<file path="config.mk">
export PLATFORM = sky130hd
export DESIGN_NAME = handle_table_free_stack_flat
export DESIGN_NICKNAME = d
export VERILOG_FILES = /design/src/rtl/hts_pkg.sv /design/src/rtl/hts_req_if.sv /design/src/rtl/hts_rsp_if.sv /design/src/rtl/handle_table_free_stack.sv /design/src/flat_wrapper.sv
export SDC_FILE = /design/constraint.sdc
export NUM_CORES = 1
export LEC_CHECK = 0
export ABC_AREA = 1
export BUFFER_PORTS_ARGS = -buffer_cell sky130_fd_sc_hd__buf_2
export CAP_MARGIN = 40
export CORE_AREA = 3 3 252 254
export DETAILED_ROUTE_END_ITERATION = 8
export DIE_AREA = 0 0 255 257
export PLACE_DENSITY_LB_ADDON = 0.08
export SKIP_LAST_GASP = 1
export SLEW_MARGIN = 10
export SYNTH_ARGS = -nofsm -noshare
export SYNTH_HDL_FRONTEND = slang
export SYNTH_SLANG_ARGS = --single-unit
</file>
<file path="constraint.sdc">
create_clock -name clk_i -period 5 [get_ports clk_i]
set_clock_uncertainty 0.2 [all_clocks]
set_input_delay 0.75 -clock clk_i [delete_from_list [all_inputs] [get_ports clk_i]]
set_output_delay 0.75 -clock clk_i [all_outputs]
set_load 0.005 [all_outputs]
</file>
<file path="src/rtl/hts_pkg.sv">
// Package for the handle table with free-slot stack.
// Holds table sizes, operation and status codes shared by the interfaces and the top level.
// No dependencies.
`default_nettype none

package hts_pkg;

  // Table geometry
  localparam int unsigned ENTRIES  = 16;
  localparam int unsigned KEY_BITS = 16;
  localparam int unsigned IDX_W    = $clog2(ENTRIES);
  localparam int unsigned CNT_W    = $clog2(ENTRIES + 1);

  // Field widths of the channels
  localparam int unsigned FUNC_W   = 2;
  localparam int unsigned KEY_W    = 16;
  localparam int unsigned STATUS_W = 2;
  localparam int unsigned SLOT_W   = 4;

  // Operation codes; the remaining code is unused and reports a miss
  typedef enum logic [FUNC_W-1:0] {
    FN_INSERT = 2'd0,
    FN_REMOVE = 2'd1,
    FN_LOOKUP = 2'd2
  } func_e;

  // Result status codes
  typedef enum logic [STATUS_W-1:0] {
    ST_OK   = 2'd0,
    ST_FULL = 2'd1,
    ST_MISS = 2'd2
  } status_e;

  typedef logic [KEY_BITS-1:0] slot_key_t;
  typedef logic [IDX_W-1:0]    slot_idx_t;
  typedef logic [CNT_W-1:0]    free_cnt_t;

endpackage

`default_nettype wire

</file>
<file path="src/rtl/hts_req_if.sv">
// Request channel of the handle table: operation code and key.
// Depends on hts_pkg for field widths.
`default_nettype none

interface hts_req_if;
  logic                        valid;
  logic                        ready;
  logic [hts_pkg::FUNC_W-1:0]  func;
  logic [hts_pkg::KEY_W-1:0]   key;

  modport source (output valid, output func, output key, input ready);
  modport sink   (input valid, input func, input key, output ready);
endinterface

`default_nettype wire

</file>
<file path="src/rtl/hts_rsp_if.sv">
// Response channel of the handle table: status and slot index.
// Depends on hts_pkg for field widths.
`default_nettype none

interface hts_rsp_if;
  logic                          valid;
  logic                          ready;
  logic [hts_pkg::STATUS_W-1:0]  status;
  logic [hts_pkg::SLOT_W-1:0]    slot_index;

  modport source (output valid, output status, output slot_index, input ready);
  modport sink   (input valid, input status, input slot_index, output ready);
endinterface

`default_nettype wire

</file>
<file path="src/rtl/handle_table_free_stack.sv">
// Handle table with a LIFO stack of free slot indices.
// Depends on hts_pkg, hts_req_if and hts_rsp_if.
//
// Usage:
//   req_i carries one request per handshake: func (insert, remove, lookup)
//   and a key. rsp_o returns exactly one response per request, in order:
//   status (ok, full, not found) and the slot index, zero unless ok.
//   Insert pops the top free index and stores the key there. Remove frees
//   the lowest valid slot holding the key and pushes its index back.
//   Lookup reports the lowest valid slot holding the key.
// Timing:
//   A request is decoded, matched against all slots in parallel and the
//   table and stack are updated at the edge that accepts it; the response
//   is captured in the output register at that edge and offered from the
//   next cycle on. One request per cycle is sustained while rsp_o.ready is
//   high; the single output register sets that figure.
// Reset:
//   All slots empty, stack holds 0..ENTRIES-1 with ENTRIES-1 on top.
// Backpressure:
//   While a response waits and rsp_o.ready is low, req_i.ready is low and
//   the response holds. When the receiver takes it, a new request is
//   accepted in the same cycle.
`default_nettype none

module handle_table_free_stack (
  input  wire logic   clk_i,
  input  wire logic   rst_ni,
  hts_req_if.sink     req_i,
  hts_rsp_if.source   rsp_o
);
  import hts_pkg::*;

  // Table and stack state
  slot_key_t               slot_keys_q [ENTRIES];
  logic [ENTRIES-1:0]      slot_valid_q, slot_valid_d;
  slot_idx_t               free_stack_q [ENTRIES];
  free_cnt_t               free_count_q, free_count_d;

  // Output register
  logic                    rsp_valid_q;
  status_e                 rsp_status_q, rsp_status_d;
  slot_idx_t               rsp_index_q, rsp_index_d;

  logic                    req_accept;
  slot_key_t               req_key;
  logic [ENTRIES-1:0]      match_vec;
  logic                    hit;
  slot_idx_t               hit_idx;
  slot_idx_t               top_idx;
  logic                    key_we;
  slot_idx_t               key_waddr;
  logic                    push_we;
  slot_idx_t               push_addr;

  // Accept a request whenever the output register is free or being drained
  assign req_i.ready = !rsp_valid_q || rsp_o.ready;
  assign req_accept  = req_i.valid && req_i.ready;
  assign req_key     = req_i.key[KEY_BITS-1:0];

  // Compare the key against every valid slot
  always_comb begin
    for (int i = 0; i < ENTRIES; i++) begin
      match_vec[i] = slot_valid_q[i] && (slot_keys_q[i] == req_key);
    end
  end

  // Pick the lowest matching slot
  always_comb begin
    hit_idx = '0;
    for (int i = ENTRIES - 1; i >= 0; i--) begin
      if (match_vec[i]) begin
        hit_idx = slot_idx_t'(i);
      end
    end
  end
  assign hit = |match_vec;

  // Top of the free stack
  assign top_idx = free_stack_q[slot_idx_t'(free_count_q - free_cnt_t'(1))];

  // Decode the request and form the next state and response
  always_comb begin
    slot_valid_d = slot_valid_q;
    free_count_d = free_count_q;
    rsp_status_d = ST_MISS;
    rsp_index_d  = '0;
    key_we       = 1'b0;
    key_waddr    = top_idx;
    push_we      = 1'b0;
    push_addr    = slot_idx_t'(free_count_q);
    unique case (req_i.func)
      FN_INSERT: begin
        if (free_count_q == '0) begin
          rsp_status_d = ST_FULL;
        end else begin
          free_count_d          = free_count_q - free_cnt_t'(1);
          key_we                = 1'b1;
          slot_valid_d[top_idx] = 1'b1;
          rsp_status_d          = ST_OK;
          rsp_index_d           = top_idx;
        end
      end
      FN_REMOVE: begin
        if (hit) begin
          slot_valid_d[hit_idx] = 1'b0;
          if (free_count_q < free_cnt_t'(ENTRIES)) begin
            push_we      = 1'b1;
            free_count_d = free_count_q + free_cnt_t'(1);
          end
          rsp_status_d = ST_OK;
          rsp_index_d  = hit_idx;
        end
      end
      FN_LOOKUP: begin
        if (hit) begin
          rsp_status_d = ST_OK;
          rsp_index_d  = hit_idx;
        end
      end
      default: begin
        rsp_status_d = ST_MISS;
      end
    endcase
  end

  // Update valid bits, stack and count on an accepted request
  always_ff @(posedge clk_i or negedge rst_ni) begin
    if (!rst_ni) begin
      slot_valid_q <= '0;
      free_count_q <= free_cnt_t'(ENTRIES);
      for (int i = 0; i < ENTRIES; i++) begin
        free_stack_q[i] <= slot_idx_t'(i);
      end
    end else if (req_accept) begin
      slot_valid_q <= slot_valid_d;
      free_count_q <= free_count_d;
      if (push_we) begin
        free_stack_q[push_addr] <= hit_idx;
      end
    end
  end

  // Store the key of an insert; slot contents need no reset
  always_ff @(posedge clk_i) begin
    if (req_accept && key_we) begin
      slot_keys_q[key_waddr] <= req_key;
    end
  end

  // Hold the response until the receiver takes it
  always_ff @(posedge clk_i or negedge rst_ni) begin
    if (!rst_ni) begin
      rsp_valid_q <= 1'b0;
    end else if (req_i.ready) begin
      rsp_valid_q <= req_i.valid;
    end
  end

  always_ff @(posedge clk_i) begin
    if (req_accept) begin
      rsp_status_q <= rsp_status_d;
      rsp_index_q  <= rsp_index_d;
    end
  end

  assign rsp_o.valid      = rsp_valid_q;
  assign rsp_o.status     = rsp_status_q;
  assign rsp_o.slot_index = SLOT_W'(rsp_index_q);

`ifndef ASSERT_OFF
  // Every slot is either in use or on the free stack
  a_slot_balance: assert property (@(posedge clk_i) disable iff (!rst_ni)
    ($countones(slot_valid_q) + int'(free_count_q)) == int'(ENTRIES))
    else $error("valid slots and free count do not add up");

  // An insert into an empty stack reports full
  a_insert_full: assert property (@(posedge clk_i) disable iff (!rst_ni)
    (req_accept && req_i.func == FN_INSERT && free_count_q == '0)
      |=> (rsp_status_q == ST_FULL && rsp_index_q == '0))
    else $error("insert on a full table not reported as full");

  // A successful insert leaves its slot valid
  a_insert_marks: assert property (@(posedge clk_i) disable iff (!rst_ni)
    (req_accept && req_i.func == FN_INSERT && free_count_q != '0)
      |=> slot_valid_q[rsp_index_q])
    else $error("inserted slot not marked valid");

  // A successful remove leaves its slot free
  a_remove_clears: assert property (@(posedge clk_i) disable iff (!rst_ni)
    (req_accept && req_i.func == FN_REMOVE && hit)
      |=> (!slot_valid_q[rsp_index_q] && rsp_status_q == ST_OK))
    else $error("removed slot still valid");
`endif

endmodule

`default_nettype wire

</file>
<file path="src/flat_wrapper.sv">
// flat-port wrapper written by rule: the top's interface ports become plain ports
module handle_table_free_stack_flat import hts_pkg::*;
  (clk_i, rst_ni, req_i_valid, req_i_func, req_i_key, req_i_ready, rsp_o_valid, rsp_o_status, rsp_o_slot_index, rsp_o_ready);
  hts_req_if req_i_i ();
  hts_rsp_if rsp_o_i ();
  input  wire logic clk_i;
  input  wire logic rst_ni;
  input wire logic [$bits(req_i_i.valid)-1:0] req_i_valid;
  input wire logic [$bits(req_i_i.func)-1:0] req_i_func;
  input wire logic [$bits(req_i_i.key)-1:0] req_i_key;
  output wire logic [$bits(req_i_i.ready)-1:0] req_i_ready;
  output wire logic [$bits(rsp_o_i.valid)-1:0] rsp_o_valid;
  output wire logic [$bits(rsp_o_i.status)-1:0] rsp_o_status;
  output wire logic [$bits(rsp_o_i.slot_index)-1:0] rsp_o_slot_index;
  input wire logic [$bits(rsp_o_i.ready)-1:0] rsp_o_ready;
  assign req_i_i.valid = req_i_valid;
  assign req_i_i.func = req_i_func;
  assign req_i_i.key = req_i_key;
  assign req_i_ready = req_i_i.ready;
  assign rsp_o_valid = rsp_o_i.valid;
  assign rsp_o_status = rsp_o_i.status;
  assign rsp_o_slot_index = rsp_o_i.slot_index;
  assign rsp_o_i.ready = rsp_o_ready;
  handle_table_free_stack u_core (.clk_i(clk_i), .rst_ni(rst_ni), .req_i(req_i_i), .rsp_o(rsp_o_i));
endmodule
</file>
==> impl_metrics.tcl, run 1 <==
set metrics [dict create \
    synthCells 2054 \
    vias 14525 \
    critPathKind "flop to flop" \
    worst_pin_slew_ps 886 \
    dr.pass1.iters 5 \
    use_met3_pct 3.43 \
    ant_nets 0 \
    core_area_sq_um 61500 \
    vdd_drop_max_mv 0.219 \
    insertion_delay_ps 570 \
    use_met1_pct 27.6 \
    io_buffers 29 \
    first_global_vias 14131 \
    powerDensity_nw_per_um2 408 \
    synth_area_sq_um 18300 \
    dr.first_iter.drc_count 1189 \
    path_delay_family "buffers and inverters" \
    crit_top_cell "buf_4" \
    drc 0 \
    drv_slew 0 \
    yosys_warnings 0 \
    grt_pass1_wl_mm 93.3 \
    top_usage_layer "met2" \
    intPower_w 0.00571 \
    hpwl_mm 42.7 \
    grt_max_degree 49 \
    crit_fanout 36 \
    crit_buf_inv 4 \
    viasPerCell 4.93 \
    start_util_pct 29.8 \
    power_frac_clock_pct 36.5 \
    cts_tree "built" \
    synth_cell_type_count 48 \
    drive_gt1_share_pct 13.3 \
    fmax_mhz 253 \
    cts-buffers-inserted 44 \
    cts_max_path_buffers 3 \
    die_area_sq_um 65500 \
    fin_crit_sh_pct 79.1 \
    finalSetupViolCount 0 \
    p_leak_nw 8.64 \
    tns_ps 0 \
    post-route-min-period_ps 3960 \
    place_ws_ps 745 \
    postRouteWirelength_mm 63.3 \
    p_comb_share_pct 23.7 \
    swShare_pct 33.3 \
    die_height_um 257 \
    max_stage_delay_ps 480 \
    hold_viol_final 0 \
    placementRows 91 \
    path_clk_slew_ps 60 \
    cp.required_ps 5060 \
    cp.arrival_ps 4010 \
    switching_power_w 0.00285 \
    overflow 0 \
    grt_use_met2_pct 30.1 \
    slew_headroom_pct 40.8 \
    synth-seq-cells 348 \
    critPathSlowestCell "nor2_1" \
    postCtsSetupBuffers 0 \
    min_path_type "primary input to async pin" \
    clock_sinks 348 \
    synthArstFlopShare_pct 24.7 \
    cts.repair.resized 0 \
    htreeDepth 2 \
    grt_usage_pct 19.3 \
    antenna_found_initial 1 \
    clock_tree.root_cell "clkbuf_16" \
    syn_avg_cell_area_sq_um 8.93 \
    crit_path_start_kind "flop" \
    fillers 6287 \
    whs_ps 45.4 \
    status "completed" \
    num_io_pins 30 \
    fin_nets 2152 \
    end_kind "flop" \
    cts_hold_buf 0 \
    max_cap_violations 0 \
    synth_edf_count 262 \
    dieWidth_um 255 \
    setup_ws_ps 1040 \
    synth_ff_type "edfxtp_1" \
    gp_congestion 0.880 \
    ys_seq_area_share_pct 54.9 \
    fin_util_pct 34.1 \
    syn_to_final_growth_pct 14.3 \
    synth_fp_nets 2084 \
    crit_chain "clkinv_1 -> buf_4 -> ha_1 -> inv_1 -> o21ai_0 -> o22ai_1 -> o211ai_1 -> a21oi_1 -> nand2_1 -> nor2_1 -> buf_4" \
    p_seq_share_pct 39.8 \
    rsz0062_at_grt "false" \
    wl_per_cell_um 21.5 \
]
-- flip-flops by register name (all words and copies together), names as in the netlist --
signal                   cells
u_core.slot_valid_q         16
u_core.free_count_q          5
u_core.rsp_o.slot_index      4
u_core.slot_keys_q         256
u_core.rsp_o.valid           1
u_core.free_stack_q         64
u_core.rsp_o.status          2
-- per-layer routing --
metal	share of wire, %	routed length, um
met2	44	27900
met3	5.5	3490
met1	48	30100
met5	0	0
met4	2.8	1750
-- final cells by class --
cell class | count | area, sq um | share of cell area [%]
Timing Repair Buffer | 88 | 603 | 2.88
Clock buffer | 54 | 1210 | 5.77
Clock inverter | 26 | 198 | 0.943
Tap cell | 790 | 988 | 4.72
Inverter | 235 | 890 | 4.24
Sequential cell | 348 | 10100 | 48.0
Antenna cell | 2 | 5.00 | 0.0239
Multi-Input combinational cell | 1405 | 7000 | 33.4
-- power groups by stage --
stage	sequential (W)	clock, W	combinational, W
after global placement	0.00346	0	0.00205
final	0.00341	0.00313	0.00203
after global routing	0.00342	0.00334	0.00225
after floorplan	0.00342	0	0.00127
after detailed placement	0.00346	0	0.00203
after CTS	0.00341	0.00322	0.00204
-- synth_stat cells (2+ instances only) --
cell type	n	area, sq um
buf_2	25	125
nand3_2	3	30.0
nand2_4	2	22.5
xnor2_1	37	324
dfstp_2	33	867
nand2_1	497	1870
a21oi_1	24	120
o21ai_0	87	435
buf_6	6	67.6
edfxtp_1	262	7870
nand2_2	17	106
or3_1	2	12.5
clkinv_1	3	11.3
buf_4	16	120
and3_1	4	25.0
nand3_1	72	360
o211ai_1	8	60.1
inv_4	3	18.8
clkbuf_1	19	71.3
o221ai_1	7	61.3
o21ai_1	60	300
nor4_1	33	206
xor2_1	51	447
o21bai_1	5	37.5
inv_2	19	71.3
nor2_1	243	912
nor3_1	55	275
inv_1	210	788
or2_2	46	288
o22ai_1	17	106
nand4_1	78	488
o2111ai_1	8	70.1
nor2_2	4	25.0
nand3b_1	6	45.0
nor3b_1	13	97.6
dfrtp_1	53	1330
nor4b_1	2	17.5
nor2_8	2	40.0
or2_1	6	37.5
ha_1	8	100
-- worst paths after layout --
path                                               from  depth (start not counted)                        to  slack, ps
worst max-delay path             u_core.free_count_q[0]                         11  u_core.slot_keys_q[6][3]       1040
worst min-delay path                             rst_ni                          1   u_core.free_stack_q[18]         50
worst max register to register   u_core.free_count_q[0]                         11  u_core.slot_keys_q[6][3]       1040
worst min register to register  u_core.free_stack_q[24]                          2   u_core.free_stack_q[24]        270
max in group asynchronous                        rst_ni                          2   u_core.free_stack_q[38]       3510
min in group clk_i                          rsp_o_ready                          4        u_core.rsp_o.valid        260
-- cell usage in the layout (no fill, tap or decap), types with 17 or more instances in the layout --
master	n
clkbuf_16	45
dfstp_2	33
inv_2	19
o21ai_1	60
or2_2	46
nand2_2	17
o22ai_1	17
buf_2	28
xor2_1	51
xnor2_1	37
nand4_1	78
inv_1	210
a21oi_1	24
nand2_1	497
buf_4	59
nor3_1	55
nor2_1	243
edfxtp_1	262
nor4_1	33
dfrtp_1	53
o21ai_0	87
nand3_1	72
-- cells by family after synthesis --
kind of cell / count (synthesis) / share of synthesized area [%]
flops: 348 / 54.9
xor+xnor: 88 / 4.20
simple gates: 1090 / 26.8
buf+inv: 301 / 6.95
fa+ha+maj: 8 / 0.546
compound gates: 219 / 6.67
-- through the flow --
stage | area (sq um) | power, W | instances
finish | 21000 | 0.00856 | 2948
global route | 21000 | 0.00901 | 2946
CTS | 21000 | 0.00867 | 2946
detailed placement | 19500 | 0.00549 | 2866
global placement | 19500 | 0.00551 | 2866
floorplan | 18300 | 0.00469 | 2054
Note: power is estimated with default switching activity, not from simulation.
==> run 2, diff against run 1 <==
Settings changed: ABC_AREA 1 to 0, CORE_AREA 3 3 252 254 to 3 3 243 245, DIE_AREA 0 0 255 257 to 0 0 246 248.
Clock period 5 ns to 3.2 ns, I/O delays scaled along.
==> run 2 against run 1 <==
Net effect: the run now ends with setup timing left; non-clock buffer count grew 227; area after synthesis is 7.1% lower; cell area grew 9.2%; maximum frequency increased by 21%; critical path type unchanged; die area shrank 6.9%; sequential power rose by 49%; total power is 42% higher; first-iteration DRC count is 54% lower; synthesized cell count shrank 41%; hold slack better by 23 ps.
==> impl_metrics.tcl, run 2 <==
set metrics [dict create \
    synth_top_area_cell "edfxtp_1" \
    finalSetupViolCount 17 \
    fin_crit_sh_pct 102 \
    syn_avg_cell_area_sq_um 14.0 \
    synth-seq-cells 348 \
    synth_fa_ha_area_share_pct 0.587 \
    switching_power_w 0.00339 \
    vias 10972 \
    crit_fanout 8 \
    largest_reg_flops 256 \
    power_frac_clock_pct 40.0 \
    intPower_w 0.00876 \
    grt_pass1_wl_mm 75.6 \
    synthCells 1213 \
    hold_viol_final 0 \
    synth_cell_type_count 71 \
    p_total_w 0.0122 \
    cp.required_ps 3460 \
    synth_top_family_by_area "simple AND/OR/NAND/NOR gates" \
    post-route-min-period_ps 3260 \
    synth_top_area_share_pct 46.2 \
    whs_ps 68.4 \
    first_global_vias 11423 \
    syn_to_final_growth_pct 34.4 \
    htreeDepth 2 \
    powerDensity_nw_per_um2 531 \
    wl_per_cell_um 21.8 \
    max_cap_violations 0 \
    gp_congestion 0.808 \
    min_path_type "primary input to flop" \
    yosys_warnings 0 \
    slew_headroom_pct 40.2 \
    path_clk_slew_ps 60 \
    placementRows 88 \
    cts_tree "built" \
    fillers 5387 \
    core_area_sq_um 57400 \
    swShare_pct 27.9 \
    violations "setup timing" \
    synth_area_leaders "edfxtp_1 46%, dfrtp_1 7.8%, xnor2_1 6.8%" \
    synth_mux_area_share_pct 6.92 \
    synth_compound_area_share_pct 3.51 \
    drive_gt1_share_pct 37.4 \
    synth_area_sq_um 17000 \
    die_height_um 248 \
    fmax_mhz 307 \
    reg_top3 "u_core.slot_keys_q x256, u_core.free_stack_q x64, u_core.slot_valid_q x16" \
    critPathKind "flop to flop" \
    tns_ps -402 \
    synth_edf_count 262 \
    clock_tree.root_cell "clkbuf_16" \
    drc 0 \
    hpwl_mm 35.4 \
    insertion_delay_ps 600 \
    overflow 0 \
    vdd_drop_max_mv 0.349 \
    dieWidth_um 246 \
    drv_slew 0 \
    die_area_sq_um 61000 \
    largest_register "u_core.slot_keys_q" \
    end_kind "flop" \
    synth_xor_area_share_pct 13.4 \
    cts-buffers-inserted 44 \
    fin_nets 1548 \
    viasPerCell 4.74 \
    start_util_pct 29.7 \
    antenna_found_initial 0 \
    worst_pin_slew_ps 884 \
    final_common_cell "edfxtp_1" \
    yosys.area_share.simple_pct 14.0 \
    final_cell_mix "262 x edfxtp_1, 214 x buf_4, 129 x xnor2_1" \
    io_buffers 29 \
    p_comb_share_pct 18.1 \
    num_antenna_cells 0 \
    setup_ws_ps -59.8 \
    cts_max_path_buffers 3 \
    whs_path_depth 2 \
    p_seq_share_pct 41.9 \
    synthArstFlopShare_pct 24.7 \
    num_io_pins 30 \
    synth_fp_nets 1243 \
    grt_max_degree 52 \
    status "complete, but fails checks" \
    ys_top_cells_by_count "262 x edfxtp_1, 133 x xnor2_1, 126 x xor2_1" \
    postRouteWirelength_mm 50.6 \
    rr_worst_depth 9 \
    clock_sinks 348 \
    crit_path_start_kind "flop" \
    synth_ff_type "edfxtp_1" \
    ys_seq_area_share_pct 59.0 \
    synth_most_common_cell "edfxtp_1" \
    rsz0062_at_grt "true" \
    grt_usage_pct 16.7 \
    r2r_slack_ps -60 \
    place_ws_ps -1020 \
    p_leak_nw 8.31 \
    dr.pass1.iters 5 \
    ant_nets 0 \
    cp.arrival_ps 3520 \
    dr.first_iter.drc_count 551 \
]
-- run 2: changes by cell type in the layout (fill, tap and decap cells not counted), moves of 57 or more --
cell | previous run | this run
xor2_1 | 51 | 118
buf_12 | 1 | 60
inv_1 | 210 | 9
nand2_1 | 497 | 37
xnor2_1 | 37 | 129
nor2_1 | 243 | 26
o21ai_0 | 87 | 4
o21ai_1 | 60 | 3
buf_4 | 59 | 214
-- run 2: metal layers --
metal	part of all wire, %	vias to the layer above	track usage, %
met5	0	-	0
li1	-	5226	-
met2	47	151	27.3
met4	3.3	0	6.23
met1	47	5514	22.8
met3	2.5	81	2.17
-- run 2: area by class of cell --
class                   count  area (sq um)  area share, %
clock buffers              59          1180           5.14
clock inverters            21           230           1.01
inverters                  10          45.0          0.197
multi-input cells         799          7340           32.1
flip-flops and latches    348         10100           43.9
well taps                 765           957           4.18
repair buffers            315          3090           13.5
-- run 2: cells by family after synthesis --
kind of cell	count (synthesis)
AOI/OAI and AO/OA	83
xor gates and xnor gates	260
adders and majority gates	8
buffers and inverters	66
DFF	348
muxes	87
and+or+nand+nor	361
-- run 2: what timing repair did --
item / in CTS / in global routing
hold endpoints to repair: 31 / 0
setup endpoints to repair: 230 / 281
pin swaps: 7 / 10
resized for setup: 30 / 62
hold buffers: 6 / 0
gates cloned: 2 / 0
setup buffers: 2 / 7
-- run 2: worst max-delay path, cell delays in order (launching register included) --
cell and delay, ps:
edfxtp_1 370, xor2_1 190, or4b_1 520, or4b_4 490, or3b_4 310, o41ai_4 100, buf_6 180, buf_12 150
nor4_4 260, mux2_1 350
-- run 2: final timing paths --
kind,end,startpoint
max,u_core.free_stack_q[44],u_core.slot_keys_q[12][9]
min,u_core.slot_keys_q[11][12],req_i_key[12]
max reg2reg,u_core.free_stack_q[44],u_core.slot_keys_q[12][9]
max in group asynchronous,u_core.free_stack_q[17],rst_ni
min reg2reg,u_core.free_stack_q[44],u_core.free_stack_q[44]
min in group asynchronous,u_core.free_stack_q[54],rst_ni
-- run 2: per-stage QoR --
step / instances / instance area [sq um] / util, %
finish: 2317 / 22900 / 39.9
global route: 2317 / 22900 / 39.9
CTS: 2311 / 22500 / 39.1
detailed placement: 2221 / 20800 / 36.2
global placement: 2219 / 20700 / 36.2
floorplan: 1213 / 17400 / -
-- run 2: power by group through the flow --
stage / clock [W] / sequential [W] / combinational [W]
finish: 0.00486 / 0.00509 / 0.00220
global placement: 0 / 0.00517 / 0.00200
detailed placement: 0 / 0.00517 / 0.00201
floorplan: 0 / 0.00513 / 0.00125
CTS: 0.00506 / 0.00509 / 0.00206
global route: 0.00523 / 0.00510 / 0.00238
==> run 3, diff against run 2 <==
Settings changed: CORE_AREA 3 3 243 245 to 3 3 211 213, DIE_AREA 0 0 246 248 to 0 0 214 216.
==> run 3 against run 2 <==
Net effect: the run still ends with setup timing left; final cell count decreased by 6.0%; critical path depth rose by 1; die area decreased by 24%.
==> impl_metrics.tcl, run 3 (same netlist as run 2, synthesis figures left out) <==
set metrics [dict create \
    path_delay_family "simple AND/OR/NAND/NOR gates" \
    grt_pass1_wl_mm 71.9 \
    drv_slew 0 \
    end_kind "flop" \
    first_global_vias 11641 \
    p_leak_nw 8.36 \
    viasPerCell 5.16 \
    crit_chain "xor2_1 -> or4b_1 -> or4b_4 -> or3b_4 -> o41ai_4 -> buf_6 -> buf_4 -> nor4_4 -> buf_4 -> mux2_2" \
    ant_nets 0 \
    crit_buf_inv 3 \
    grt_usage_pct 20.3 \
    syn_to_final_growth_pct 32.5 \
    p_total_w 0.0122 \
    vdd_drop_max_mv 0.485 \
    fin_nets 1591 \
    worst_pin_slew_ps 947 \
    wl_per_cell_um 21.4 \
    cts_tree "built" \
    path_clk_slew_ps 60 \
    cts_max_path_buffers 3 \
    grt_max_degree 46 \
    htreeDepth 2 \
    antenna_found_initial 0 \
    crit_fanout 6 \
    drive_gt1_share_pct 38.8 \
    largest_reg_flops 256 \
    status "complete, but fails checks" \
    gp_congestion 0.852 \
    io_buffers 29 \
    placementRows 76 \
    met3_length_mm 1.88 \
    max_cap_violations 0 \
    critPathKind "flop to flop" \
    dieWidth_um 214 \
    vias 11252 \
    powerDensity_nw_per_um2 539 \
    dr.pass1.iters 5 \
    final_common_cell "buf_4" \
    postRouteWirelength_mm 46.7 \
    dr.first_iter.drc_count 831 \
    cts-buffers-inserted 41 \
    min_path_type "primary input to flop" \
    clock_sinks 348 \
    tns_ps -550 \
    fin_crit_sh_pct 102 \
    die_area_sq_um 46200 \
    die_height_um 216 \
    reg_top3 "u_core.slot_keys_q x256, u_core.free_stack_q x64, u_core.slot_valid_q x16" \
    max_stage_delay_ps 520 \
    hold_viol_final 0 \
    finalSetupViolCount 24 \
    critPathSlowestCell "or4b_1" \
    post-route-min-period_ps 3280 \
    drc 0 \
    insertion_delay_ps 570 \
    dpl-instance-area_sq_um 20700 \
    violations "setup timing" \
    fin_util_pct 52.6 \
    hpwl_mm 32.9 \
    core_area_sq_um 42900 \
    fmax_mhz 305 \
    num_antenna_cells 0 \
    largest_register "u_core.slot_keys_q" \
    top_layer_used "met4" \
    num_io_pins 30 \
    cp.arrival_ps 3520 \
    wl_met2_mm 21.6 \
    slew_headroom_pct 36.0 \
    crit_top_cell "buf_4" \
    clock_tree.root_cell "clkbuf_16" \
    setup_ws_ps -78.5 \
    cp.required_ps 3440 \
    final_cell_mix "278 x buf_4, 262 x edfxtp_1, 126 x xor2_1" \
    overflow 0 \
    start_util_pct 39.7 \
    crit_path_start_kind "flop" \
    final_area_sq_um 22600 \
    rsz0062_at_grt "true" \
    wl_met1_mm 22.0 \
]
-- run 3: cell types whose count changed in the layout (fill, tap and decap cells not counted), sizes merged --
cell | before | now
buf | 307 | 359
clkbuf | 61 | 59
clkinv | 17 | 13
dlygate4sd3 | 6 | 2
-- run 3: final timing paths --
check	depth (start not counted)	slack, ps	end	from
max	10	-80	u_core.free_stack_q[4]	u_core.slot_keys_q[12][7]
min	1	50	u_core.slot_keys_q[14][6]	req_i_key[6]
max reg2reg	10	-80	u_core.free_stack_q[4]	u_core.slot_keys_q[12][7]
min reg2reg	1	290	u_core.free_stack_q[41]	u_core.free_stack_q[41]
max in group asynchronous	3	1880	u_core.free_stack_q[46]	rst_ni
min in group asynchronous	2	250	u_core.free_stack_q[22]	rst_ni
-- run 3: area by class of cell --
| type | count | area, sq um |
|---|---|---|
| fill | 3677 | 20300 |
| clock inverter | 17 | 160 |
| tap | 585 | 732 |
| multi-input combinational | 799 | 7120 |
| timing repair buffer | 361 | 3280 |
| clock buffer | 59 | 1180 |
| sequential | 348 | 10100 |
| inverter | 10 | 45.0 |
-- run 3: power breakdown --
group	internal [W]	switching (W)	leakage (nW)	total, W
sequential	0.00499	0.000110	3.42	0.00510
clock	0.00280	0.00187	0.657	0.00466
combinational	0.00115	0.00125	4.28	0.00240
-- run 3: per-stage QoR --
| step | instances | setup slack (ps) | hold slack, ps |
|---|---|---|---|
| 3_5_place_dp | 2087 | -1000 | 275 |
| 4_1_cts | 2175 | -53.0 | 18.6 |
| 2_1_floorplan | 1213 | -125 | -15.6 |
| 3_3_place_gp | 2085 | -1080 | 270 |
| 5_1_grt | 2179 | -227 | 39.2 |
| 6_report | 2179 | -78.5 | 52.4 |
-- run 3: timing repair --
action	in CTS	in global routing
buffers inserted	9	4
gates cloned	1	0
pin swaps	6	5
hold buffers	2	0
endpoints found under the setup margin	294	223
hold endpoints to repair	21	0
resized for setup	34	33
-- run 3: worst register-to-register path: stages (launching register included) --
cell and delay [ps]:
edfxtp_1 380, xor2_1 160, or4b_1 520, or4b_4 520, or3b_4 300, o41ai_4 110
buf_6 190, buf_4 140, nor4_4 130, buf_4 170, mux2_2 330
-- run 3: per-layer routing --
metal  track usage [%]  up-vias
li1                  -     5307
met1              29.0     5658
met2              32.3      213
met3              3.31       74
met4              5.56        0
met5                 0        -
